File: src/lehmer128_rng_with_hash_reseed_defines.svh
// Assertion macros shared by the RTL files.
// They sample on clock and stay quiet while reset is high.
`ifndef LEHMER128_RNG_WITH_HASH_RESEED_DEFINES_SVH
`define LEHMER128_RNG_WITH_HASH_RESEED_DEFINES_SVH

// Same-cycle implication.
`define LRNG_ASSERT_IMP(lbl, ante, cons) \
   lbl: assert property (@(posedge clock) disable iff (reset) (ante) |-> (cons)) \
      else $error("same-cycle check failed");

// Next-cycle implication.
`define LRNG_ASSERT_NEXT(lbl, ante, cons) \
   lbl: assert property (@(posedge clock) disable iff (reset) (ante) |=> (cons)) \
      else $error("next-cycle check failed");

`endif

File: src/lrng_pkg.sv
`default_nettype none

package lrng_pkg;

   localparam logic [63:0] MIX_C1   = 64'hff51afd7ed558ccd;
   localparam logic [63:0] MIX_C2   = 64'hc4ceb9fe1a85ec53;
   localparam logic [63:0] LCG_MULT = 64'd15750249268501108917;
   localparam int unsigned MIX_SHIFT = 33;

   localparam logic CMD_RESEED   = 1'b0;
   localparam logic CMD_GENERATE = 1'b1;

   // Partial products of a 128 x 64 product mod 2^128, low weights first.
   // The first three alone give the product mod 2^64.
   // Entry 0 sits in the lowest slice of each constant.
   localparam logic [6:0][1:0] STEP_I = {2'd2, 2'd3, 2'd1, 2'd2, 2'd0, 2'd1, 2'd0};
   localparam logic [6:0]      STEP_J = 7'b1010100;
   localparam logic [2:0] STEP_LAST_WIDE   = 3'd6;
   localparam logic [2:0] STEP_LAST_NARROW = 3'd2;

   typedef enum logic [4:0] {
      ST_IDLE = 5'b00001,
      ST_MUL1 = 5'b00010,
      ST_MUL2 = 5'b00100,
      ST_STEP = 5'b01000,
      ST_EMIT = 5'b10000
   } lrng_state_type;

   typedef struct packed {
      logic         start;
      logic         wide;
      logic [127:0] x;
      logic [63:0]  y;
   } lrng_mul_req_type;

   function automatic logic [63:0] xorshift(input logic [63:0] k);
      return k ^ (k >> MIX_SHIFT);
   endfunction

endpackage

`default_nettype wire

File: src/lrng_mul.sv
`default_nettype none

module lrng_mul (
   input  logic        clock,
   input  logic        en,
   input  logic [31:0] a,
   input  logic [31:0] b,
   output logic [63:0] p
);
   logic [63:0] p_ff;

   always_ff @(posedge clock) begin
      if (en) begin
         p_ff <= a * b;
      end
   end

   assign p = p_ff;

endmodule

`default_nettype wire

File: src/lrng_mulacc.sv
`default_nettype none

`include "lehmer128_rng_with_hash_reseed_defines.svh"

module lrng_mulacc (
   input  logic                     clock,
   input  logic                     reset,
   input  lrng_pkg::lrng_mul_req_type req,
   output logic                     done,
   output logic [127:0]             acc
);
   import lrng_pkg::*;

   logic [127:0] x_ff;
   logic [63:0]  y_ff;
   logic         wide_ff;
   logic [2:0]   step_ff;
   logic         run_ff;
   logic         pp_vld_ff;
   logic         last_ff;
   logic [1:0]   sh_ff;
   logic [127:0] acc_ff;
   logic         done_ff;

   logic [31:0]  dig_a;
   logic [31:0]  dig_b;
   logic [63:0]  pp;
   logic         is_last;
   logic [127:0] pp_shifted;

   assign dig_a   = x_ff[{STEP_I[step_ff], 5'b00000} +: 32];
   assign dig_b   = y_ff[{STEP_J[step_ff], 5'b00000} +: 32];
   assign is_last = step_ff == (wide_ff ? STEP_LAST_WIDE : STEP_LAST_NARROW);

   lrng_mul u_mul (
      .clock (clock),
      .en    (run_ff),
      .a     (dig_a),
      .b     (dig_b),
      .p     (pp)
   );

   always_comb begin
      unique case (sh_ff)
         2'd0:    pp_shifted = {64'b0, pp};
         2'd1:    pp_shifted = {32'b0, pp, 32'b0};
         2'd2:    pp_shifted = {pp, 64'b0};
         default: pp_shifted = {pp[31:0], 96'b0};
      endcase
   end

   always_ff @(posedge clock) begin
      if (reset) begin
         run_ff    <= 1'b0;
         pp_vld_ff <= 1'b0;
         done_ff   <= 1'b0;
      end else begin
         pp_vld_ff <= run_ff;
         done_ff   <= pp_vld_ff && last_ff;
         if (req.start) begin
            run_ff <= 1'b1;
         end else if (run_ff && is_last) begin
            run_ff <= 1'b0;
         end
      end
   end

   always_ff @(posedge clock) begin
      sh_ff   <= STEP_I[step_ff] + {1'b0, STEP_J[step_ff]};
      last_ff <= is_last;
      if (req.start) begin
         x_ff    <= req.x;
         y_ff    <= req.y;
         wide_ff <= req.wide;
         step_ff <= 3'd0;
         acc_ff  <= '0;
      end else begin
         if (run_ff) begin
            step_ff <= step_ff + 3'd1;
         end
         if (pp_vld_ff) begin
            acc_ff <= acc_ff + pp_shifted;
         end
      end
   end

   assign done = done_ff;
   assign acc  = acc_ff;

   `LRNG_ASSERT_IMP(a_start_when_free, req.start, !run_ff && !pp_vld_ff)
   `LRNG_ASSERT_IMP(a_done_drained, done_ff, !run_ff && !pp_vld_ff)

endmodule

`default_nettype wire

File: src/lehmer128_rng_with_hash_reseed.sv
// 128-bit multiplicative congruential generator with hash reseeding. A generate
// item (command 1) multiplies the 128-bit state by a fixed odd 64-bit constant
// and returns the high 64 bits of the new state; the first generate after reset
// reseeds first from its own entropy fields. A reseed item (command 0) folds the
// fmix64 hash of the timestamp entropy, then that of the process entropy, into
// the low state word and returns nothing. All multiplies run on one 32x32
// multiplier stepped through partial products. One item is in flight at a
// time; req_ready is high only while the block is idle, and a finished result
// waits in an output register until taken.
`default_nettype none

`include "lehmer128_rng_with_hash_reseed_defines.svh"

module lehmer128_rng_with_hash_reseed (
   input  logic        clock,
   input  logic        reset,
   input  logic        req_valid,
   output logic        req_ready,
   input  logic        req_command,
   input  logic [63:0] req_timestamp_entropy,
   input  logic [31:0] req_process_entropy,
   output logic        rsp_valid,
   input  logic        rsp_ready,
   output logic [63:0] rsp_random_value
);
   import lrng_pkg::*;

   lrng_state_type   state_ff, state_in;
   logic             cmd_ff, cmd_in;
   logic [31:0]      proc_ff, proc_in;
   logic [63:0]      k_ff, k_in;
   logic             pass_ff, pass_in;
   logic             issued_ff, issued_in;
   logic [63:0]      pool_lo_ff, pool_lo_in;
   logic [63:0]      pool_hi_ff, pool_hi_in;
   logic             seeded_ff, seeded_in;
   logic             rsp_valid_ff, rsp_valid_in;
   logic [63:0]      rsp_data_ff, rsp_data_in;

   lrng_mul_req_type mul_req;
   logic             mul_done;
   logic [127:0]     mul_acc;
   logic             emit_load;

   lrng_mulacc u_mulacc (
      .clock (clock),
      .reset (reset),
      .req   (mul_req),
      .done  (mul_done),
      .acc   (mul_acc)
   );

   always_comb begin
      mul_req.start = !issued_ff &&
                      (state_ff == ST_MUL1 || state_ff == ST_MUL2 || state_ff == ST_STEP);
      mul_req.wide  = state_ff == ST_STEP;
      unique case (state_ff)
         ST_MUL1: begin
            mul_req.x = {64'b0, xorshift(k_ff)};
            mul_req.y = MIX_C1;
         end
         ST_MUL2: begin
            mul_req.x = {64'b0, xorshift(k_ff)};
            mul_req.y = MIX_C2;
         end
         ST_STEP: begin
            mul_req.x = {pool_hi_ff, pool_lo_ff};
            mul_req.y = LCG_MULT;
         end
         default: begin
            mul_req.x = '0;
            mul_req.y = '0;
         end
      endcase
   end

   always_comb begin
      state_in     = state_ff;
      cmd_in       = cmd_ff;
      proc_in      = proc_ff;
      k_in         = k_ff;
      pass_in      = pass_ff;
      pool_lo_in   = pool_lo_ff;
      pool_hi_in   = pool_hi_ff;
      seeded_in    = seeded_ff;
      rsp_data_in  = rsp_data_ff;
      rsp_valid_in = rsp_valid_ff && !rsp_ready;

      priority if (mul_req.start) begin
         issued_in = 1'b1;
      end else if (mul_done) begin
         issued_in = 1'b0;
      end else begin
         issued_in = issued_ff;
      end

      unique case (state_ff)
         ST_IDLE: begin
            if (req_valid) begin
               cmd_in  = req_command;
               proc_in = req_process_entropy;
               k_in    = req_timestamp_entropy;
               pass_in = 1'b0;
               state_in = (req_command == CMD_GENERATE && seeded_ff) ? ST_STEP : ST_MUL1;
            end
         end
         ST_MUL1: begin
            if (mul_done) begin
               k_in     = mul_acc[63:0];
               state_in = ST_MUL2;
            end
         end
         ST_MUL2: begin
            if (mul_done) begin
               pool_lo_in = pool_lo_ff ^ xorshift(mul_acc[63:0]);
               priority if (!pass_ff) begin
                  // second hash: process entropy
                  pass_in  = 1'b1;
                  k_in     = {32'b0, proc_ff};
                  state_in = ST_MUL1;
               end else if (cmd_ff == CMD_GENERATE) begin
                  seeded_in = 1'b1;
                  state_in  = ST_STEP;
               end else begin
                  state_in = ST_IDLE;
               end
            end
         end
         ST_STEP: begin
            if (mul_done) begin
               pool_lo_in = mul_acc[63:0];
               pool_hi_in = mul_acc[127:64];
               state_in   = ST_EMIT;
            end
         end
         ST_EMIT: begin
            // hold until the output register is free
            if (!rsp_valid_ff || rsp_ready) begin
               rsp_data_in  = pool_hi_ff;
               rsp_valid_in = 1'b1;
               state_in     = ST_IDLE;
            end
         end
         default: begin
            state_in = ST_IDLE;
         end
      endcase
   end

   always_ff @(posedge clock) begin
      if (reset) begin
         state_ff     <= ST_IDLE;
         issued_ff    <= 1'b0;
         pool_lo_ff   <= '0;
         pool_hi_ff   <= '0;
         seeded_ff    <= 1'b0;
         rsp_valid_ff <= 1'b0;
      end else begin
         state_ff     <= state_in;
         issued_ff    <= issued_in;
         pool_lo_ff   <= pool_lo_in;
         pool_hi_ff   <= pool_hi_in;
         seeded_ff    <= seeded_in;
         rsp_valid_ff <= rsp_valid_in;
      end
   end

   always_ff @(posedge clock) begin
      cmd_ff      <= cmd_in;
      proc_ff     <= proc_in;
      k_ff        <= k_in;
      pass_ff     <= pass_in;
      rsp_data_ff <= rsp_data_in;
   end

   assign req_ready        = state_ff == ST_IDLE;
   assign rsp_valid        = rsp_valid_ff;
   assign rsp_random_value = rsp_data_ff;
   assign emit_load        = (state_ff == ST_EMIT) && (!rsp_valid_ff || rsp_ready);

   `LRNG_ASSERT_IMP(a_step_seeded, state_ff == ST_STEP, seeded_ff)
   `LRNG_ASSERT_NEXT(a_emit_loads, emit_load, rsp_valid_ff && (rsp_data_ff == pool_hi_ff))
   `LRNG_ASSERT_NEXT(a_emit_idles, emit_load, state_ff == ST_IDLE)

endmodule

`default_nettype wire

File: config.mk
export PLATFORM = sky130hd
export DESIGN_NAME = lehmer128_rng_with_hash_reseed
export DESIGN_NICKNAME = d
export VERILOG_FILES = /design/src/lrng_pkg.sv /design/src/lrng_mul.sv /design/src/lrng_mulacc.sv /design/src/lehmer128_rng_with_hash_reseed.sv
export VERILOG_INCLUDE_DIRS = /design/src /design/src/src
export SDC_FILE = /design/constraint.sdc
export NUM_CORES = 2
export LEC_CHECK = 0
export BUFFER_PORTS_ARGS = -buffer_cell sky130_fd_sc_hd__buf_2
export CORE_ASPECT_RATIO = 0.6
export CORE_MARGIN = 2
export CORE_UTILIZATION = 55
export CTS_CLUSTER_SIZE = 14
export DETAILED_ROUTE_END_ITERATION = 7
export PLACE_DENSITY = 0.71
export SLEW_MARGIN = 20
export SYNTH_ARGS = -nofsm -noshare
export SYNTH_HDL_FRONTEND = slang
export SYNTH_HIERARCHICAL = 1
export SYNTH_SLANG_ARGS = --single-unit
File: constraint.sdc
create_clock -name clock -period 14 [get_ports clock]
set_clock_uncertainty 0.15 [all_clocks]
set_input_delay 0.7 -clock clock [delete_from_list [all_inputs] [get_ports clock]]
set_output_delay 0.7 -clock clock [all_outputs]
set_load 0.03 [all_outputs]
==> flow_metrics.env <==
export IMPL_finalWeightedCongestion=1.05
export IMPL_synth_top_area_share_pct=25.4
export IMPL_first_global_vias=55200
export IMPL_floorplan_die_height_um=282
export IMPL_ant_nets=0
export IMPL_cts_root_buf="sky130_fd_sc_hd__clkbuf_16"
export IMPL_clk_pin_slew_ns=0.06
export IMPL_finalWorstPathRequiredPeriod_ns=10.0
export IMPL_synthCells=7392
export IMPL_worst_margin_pin_slew_ns=1.25
export IMPL_crit_path_max_fanout=32
export IMPL_viasPerCell=6.42
export IMPL_synth_seq_area_share_pct=25.6
export IMPL_globalRoute_busiestLayer="met1"
export IMPL_yosys_area_top_type="sky130_fd_sc_hd__fa_1"
export IMPL_syn2layout_area_growth_pct=6.13
export IMPL_wire_length_of_the_first_global_routing_pass_um=385000
export IMPL_fillers=11000
export IMPL_outcome="finished with violations"
export IMPL_drt_initial_drc_count=8597
export IMPL_syn_cell_area_um2=70700
export IMPL_drt_wirelength_per_cell_um=29.6
export IMPL_synth_main_ff_cell="sky130_fd_sc_hd__edfxtp_1"
export IMPL_yosys_register_bits=695
export IMPL_boundaryPins=167
export IMPL_cts_htree_levels=3
export IMPL_hold_path_endpoint="proc_ff[24]$_DFFE_PP_"
export IMPL_drtPass1Iterations=8
export IMPL_route_detailed_drc=3
export IMPL_drv_cap=0
export IMPL_rsz0062_at_grt="false"
export IMPL_core_area_um2=127000
export IMPL_route_vias_total=57900
export IMPL_post_synth_cell_area_avg_um2=9.56
export IMPL_synth_lib_cells_used_distinct=101
export IMPL_numCtsBuffers=72
export IMPL_worstSetupStartpointType="flip-flop"
export IMPL_yosys_mux_area_fraction_pct=2.89
export IMPL_setup_viol=0
export IMPL_critPathKind="reg -> reg"
export IMPL_worstSkewPairLatency_ns=0.71
export IMPL_worst_r2r_path_depth=23
export IMPL_clock_sinks=695
export IMPL_yosys_area_share_adder_pct=32.4
export IMPL_grt_start_max_net_pins=73
export IMPL_synth_top_family_by_area="adder cells"
export IMPL_r2r_setup_slack_ns=4.00
export IMPL_grt_overflow=0
export IMPL_drv_slew=0
export IMPL_use_met1_pct=62.2
export IMPL_synthSimpleGateAreaFrac_pct=16.7
export IMPL_post_synth_main_area_contributors="sky130_fd_sc_hd__fa_1, sky130_fd_sc_hd__edfxtp_1, sky130_fd_sc_hd__dfxtp_1, sky130_fd_sc_hd__ha_1, sky130_fd_sc_hd__and2_1"
export IMPL_failing_checks="DRC"
export IMPL_die_area_um2=131000
export IMPL_wl_um=266000
export IMPL_globalRouteMet3Util_pct=19.1
export IMPL_global_route_usage_met2_pct=49.9
export IMPL_compound_gate_portion_of_the_synthesized_area_pct=11.9
export IMPL_globalRouteTotalUtil_pct=40.5
export IMPL_timing_setup_tns_ns=0
export IMPL_max_freq_ghz=0.100
export IMPL_min_delay_path_depth=1
export IMPL_antenna_found_initial=22
export IMPL_starting_density_of_the_core_pct=55.6
export IMPL_end_kind="flip-flop"
export IMPL_final_period_utilization_pct=71.4
export IMPL_chipWidth_um=467
export IMPL_worst_r2r_endpoint="u_mulacc/u_mul/p[62]$_DFFE_PP_"
export IMPL_cp_arrival_ns=10.25
export IMPL_relSlewSlack_pct=16.3
export IMPL_row_count=101
export IMPL_cts_repair_resize_count=0
export IMPL_finalHoldViolCount=0
export IMPL_worst_hold_startpoint="req_process_entropy[24]"
export IMPL_nNetsFinal=8626
export IMPL_count_of_flip_flops_with_a_built_in_enable_after_synthesis=419
export IMPL_cts_root_to_sink_buffers=3
export IMPL_synth_async_sr_flop_share_pct=0
export IMPL_synth_xor_area_share_pct=2.79
export IMPL_cts_tree="done"
export IMPL_hp_class="in -> reg"
export IMPL_final_layout_size_suffix_gt1_share_pct=6.73
export IMPL_post_dp_hpwl_um=209000
export IMPL_io_buffers=166
export IMPL_yosysWarnings=6
export IMPL_worstPathRequired_ns=14.25
-- worst max-delay path by stage --
stage | from | endpoint | slack, ns
after floorplan | state_ff[3]$_SDFFE_PP0P_ | u_mulacc/acc[104]$_SDFFE_PP0P_ | 2.87
after global placement | flip-flop | u_mulacc/u_mul/p[60]$_DFFE_PP_ | 4.35
after detailed placement | flip-flop | u_mulacc/u_mul/p[60]$_DFFE_PP_ | 4.19
after CTS | flip-flop | u_mulacc/u_mul/p[62]$_DFFE_PP_ | 4.12
after global routing | flip-flop | u_mulacc/u_mul/p[62]$_DFFE_PP_ | 3.65
final | flip-flop | u_mulacc/u_mul/p[62]$_DFFE_PP_ | 4.00
-- placed cells by master (no fill, tap or decap), types with 55 or more instances in the layout --
cell type	n
sky130_fd_sc_hd__xor2_1	76
sky130_fd_sc_hd__nand2_1	811
sky130_fd_sc_hd__nor2_1	278
sky130_fd_sc_hd__dfxtp_1	270
sky130_fd_sc_hd__inv_1	945
sky130_fd_sc_hd__ha_1	393
sky130_fd_sc_hd__and3_1	79
sky130_fd_sc_hd__o21ai_0	296
sky130_fd_sc_hd__xnor2_1	146
sky130_fd_sc_hd__edfxtp_1	419
sky130_fd_sc_hd__mux2i_1	95
sky130_fd_sc_hd__buf_2	165
sky130_fd_sc_hd__a31oi_1	63
sky130_fd_sc_hd__nand3_1	89
sky130_fd_sc_hd__nand4_1	96
sky130_fd_sc_hd__buf_4	55
sky130_fd_sc_hd__clkbuf_16	75
sky130_fd_sc_hd__a21oi_1	377
sky130_fd_sc_hd__o21bai_1	81
sky130_fd_sc_hd__a21o_1	146
sky130_fd_sc_hd__nor3_1	66
sky130_fd_sc_hd__and2_1	668
sky130_fd_sc_hd__fa_1	897
sky130_fd_sc_hd__a22o_1	99
-- cell usage after synthesis (all sizes together), types with 8 or more instances --
library cell  instances
a21o                146
a22o                 99
a32oi                23
buf                  64
o31ai                15
a221oi               14
a21oi               377
fa                  897
nor2                283
nor2b                58
nand2               812
and2                669
o211ai               11
a21boi                9
nor3                 67
or2                  16
a31oi                63
mux4                 32
nand2b               38
or3                  14
o21bai               82
xor2                 77
a222oi               32
nand3                90
and3                 81
edfxtp              419
mux2                 33
a211oi               28
nand4b               18
xnor2               147
inv                 945
o21ai               313
clkbuf              416
mux2i                95
nor4                  8
dfxtp               276
ha                  393
nand4                96
nor4b                28
o21a                 22
-- flip-flops by register name, summed over array words and instances (netlist names), 5 cells and up, named ones only --
signal / count
u_mulacc/acc: 128
u_mulacc/y_ff: 64
pool_lo_ff: 64
u_mulacc/u_mul/p: 64
state_ff: 5
rsp_random_value: 64
k_ff: 64
pool_hi_ff: 64
u_mulacc/x_ff: 128
proc_ff: 32
-- critical path, stage by stage, from the launching register on --
cell	delay [ns]
sky130_fd_sc_hd__dfxtp_2	0.56
sky130_fd_sc_hd__buf_4	0.54
sky130_fd_sc_hd__mux4_2	0.99
sky130_fd_sc_hd__and2_1	0.37
sky130_fd_sc_hd__fa_1	0.54
sky130_fd_sc_hd__inv_1	0.05
sky130_fd_sc_hd__fa_1	0.51
sky130_fd_sc_hd__fa_1	0.46
sky130_fd_sc_hd__fa_1	0.54
sky130_fd_sc_hd__inv_1	0.05
sky130_fd_sc_hd__fa_1	0.48
sky130_fd_sc_hd__fa_1	0.57
sky130_fd_sc_hd__fa_1	0.45
sky130_fd_sc_hd__fa_1	0.49
sky130_fd_sc_hd__ha_1	0.41
sky130_fd_sc_hd__a21oi_1	0.22
sky130_fd_sc_hd__o21ai_0	0.24
sky130_fd_sc_hd__a221o_1	0.39
sky130_fd_sc_hd__a21oi_1	0.39
sky130_fd_sc_hd__o31ai_1	0.16
sky130_fd_sc_hd__o21ai_1	0.42
sky130_fd_sc_hd__o211ai_2	0.26
sky130_fd_sc_hd__a221oi_2	0.33
sky130_fd_sc_hd__xnor2_1	0.10
-- final cells by class --
type                            instances  area (µm²)  area share (%)
Inverter                              946        3550            4.73
Clock buffer                           91        1940            2.58
Antenna cell                           21        52.6          0.0701
Timing Repair Buffer                  244        1480            1.97
Multi-Input combinational cell       5276       47200            63.0
Tap cell                             1699        2130            2.83
Sequential cell                       695       18100            24.2
Clock inverter                         43         498           0.664
-- logic make-up (layout without fill, tap and decap cells) --
group / Yosys count / in the layout
compound gates: 1293 / 1293
other cells: 1 / 27
buf+inv: 1426 / 1324
flops: 695 / 695
mux: 160 / 160
simple gates: 2302 / 2302
fa+ha+maj: 1291 / 1291
xor+xnor: 224 / 224
-- through the flow --
step	worst slack, ns	hold WS [ns]	std cells	utilization [%]	cell area [µm²]
floorplan	2.87	0.254	7397	-	70700
global placement	4.35	0.287	8836	56.9	72300
detailed placement	4.19	0.291	8836	56.9	72300
CTS	4.12	0.000233	8993	59.0	74900
global route	3.65	0.0127	8996	59.0	75000
finish	4.00	0.0298	9015	59.1	75000
-- metal layers --
metal	share of wire (%)	routed length (µm)	vias up
li1	-	-	24100
met1	43	116000	29200
met2	37	97800	4165
met3	17	45300	408
met4	2.6	6880	26
met5	0.21	567	-
-- what timing repair did --
item,4_1_cts,5_1_grt
hold buffers,23,0
buffers inserted,0,0
endpoints found under the setup margin,0,0
hold endpoints to repair,23,0
Power is not shown: default switching activity piles up to over one toggle a cycle in this logic, so the estimate is an artifact.
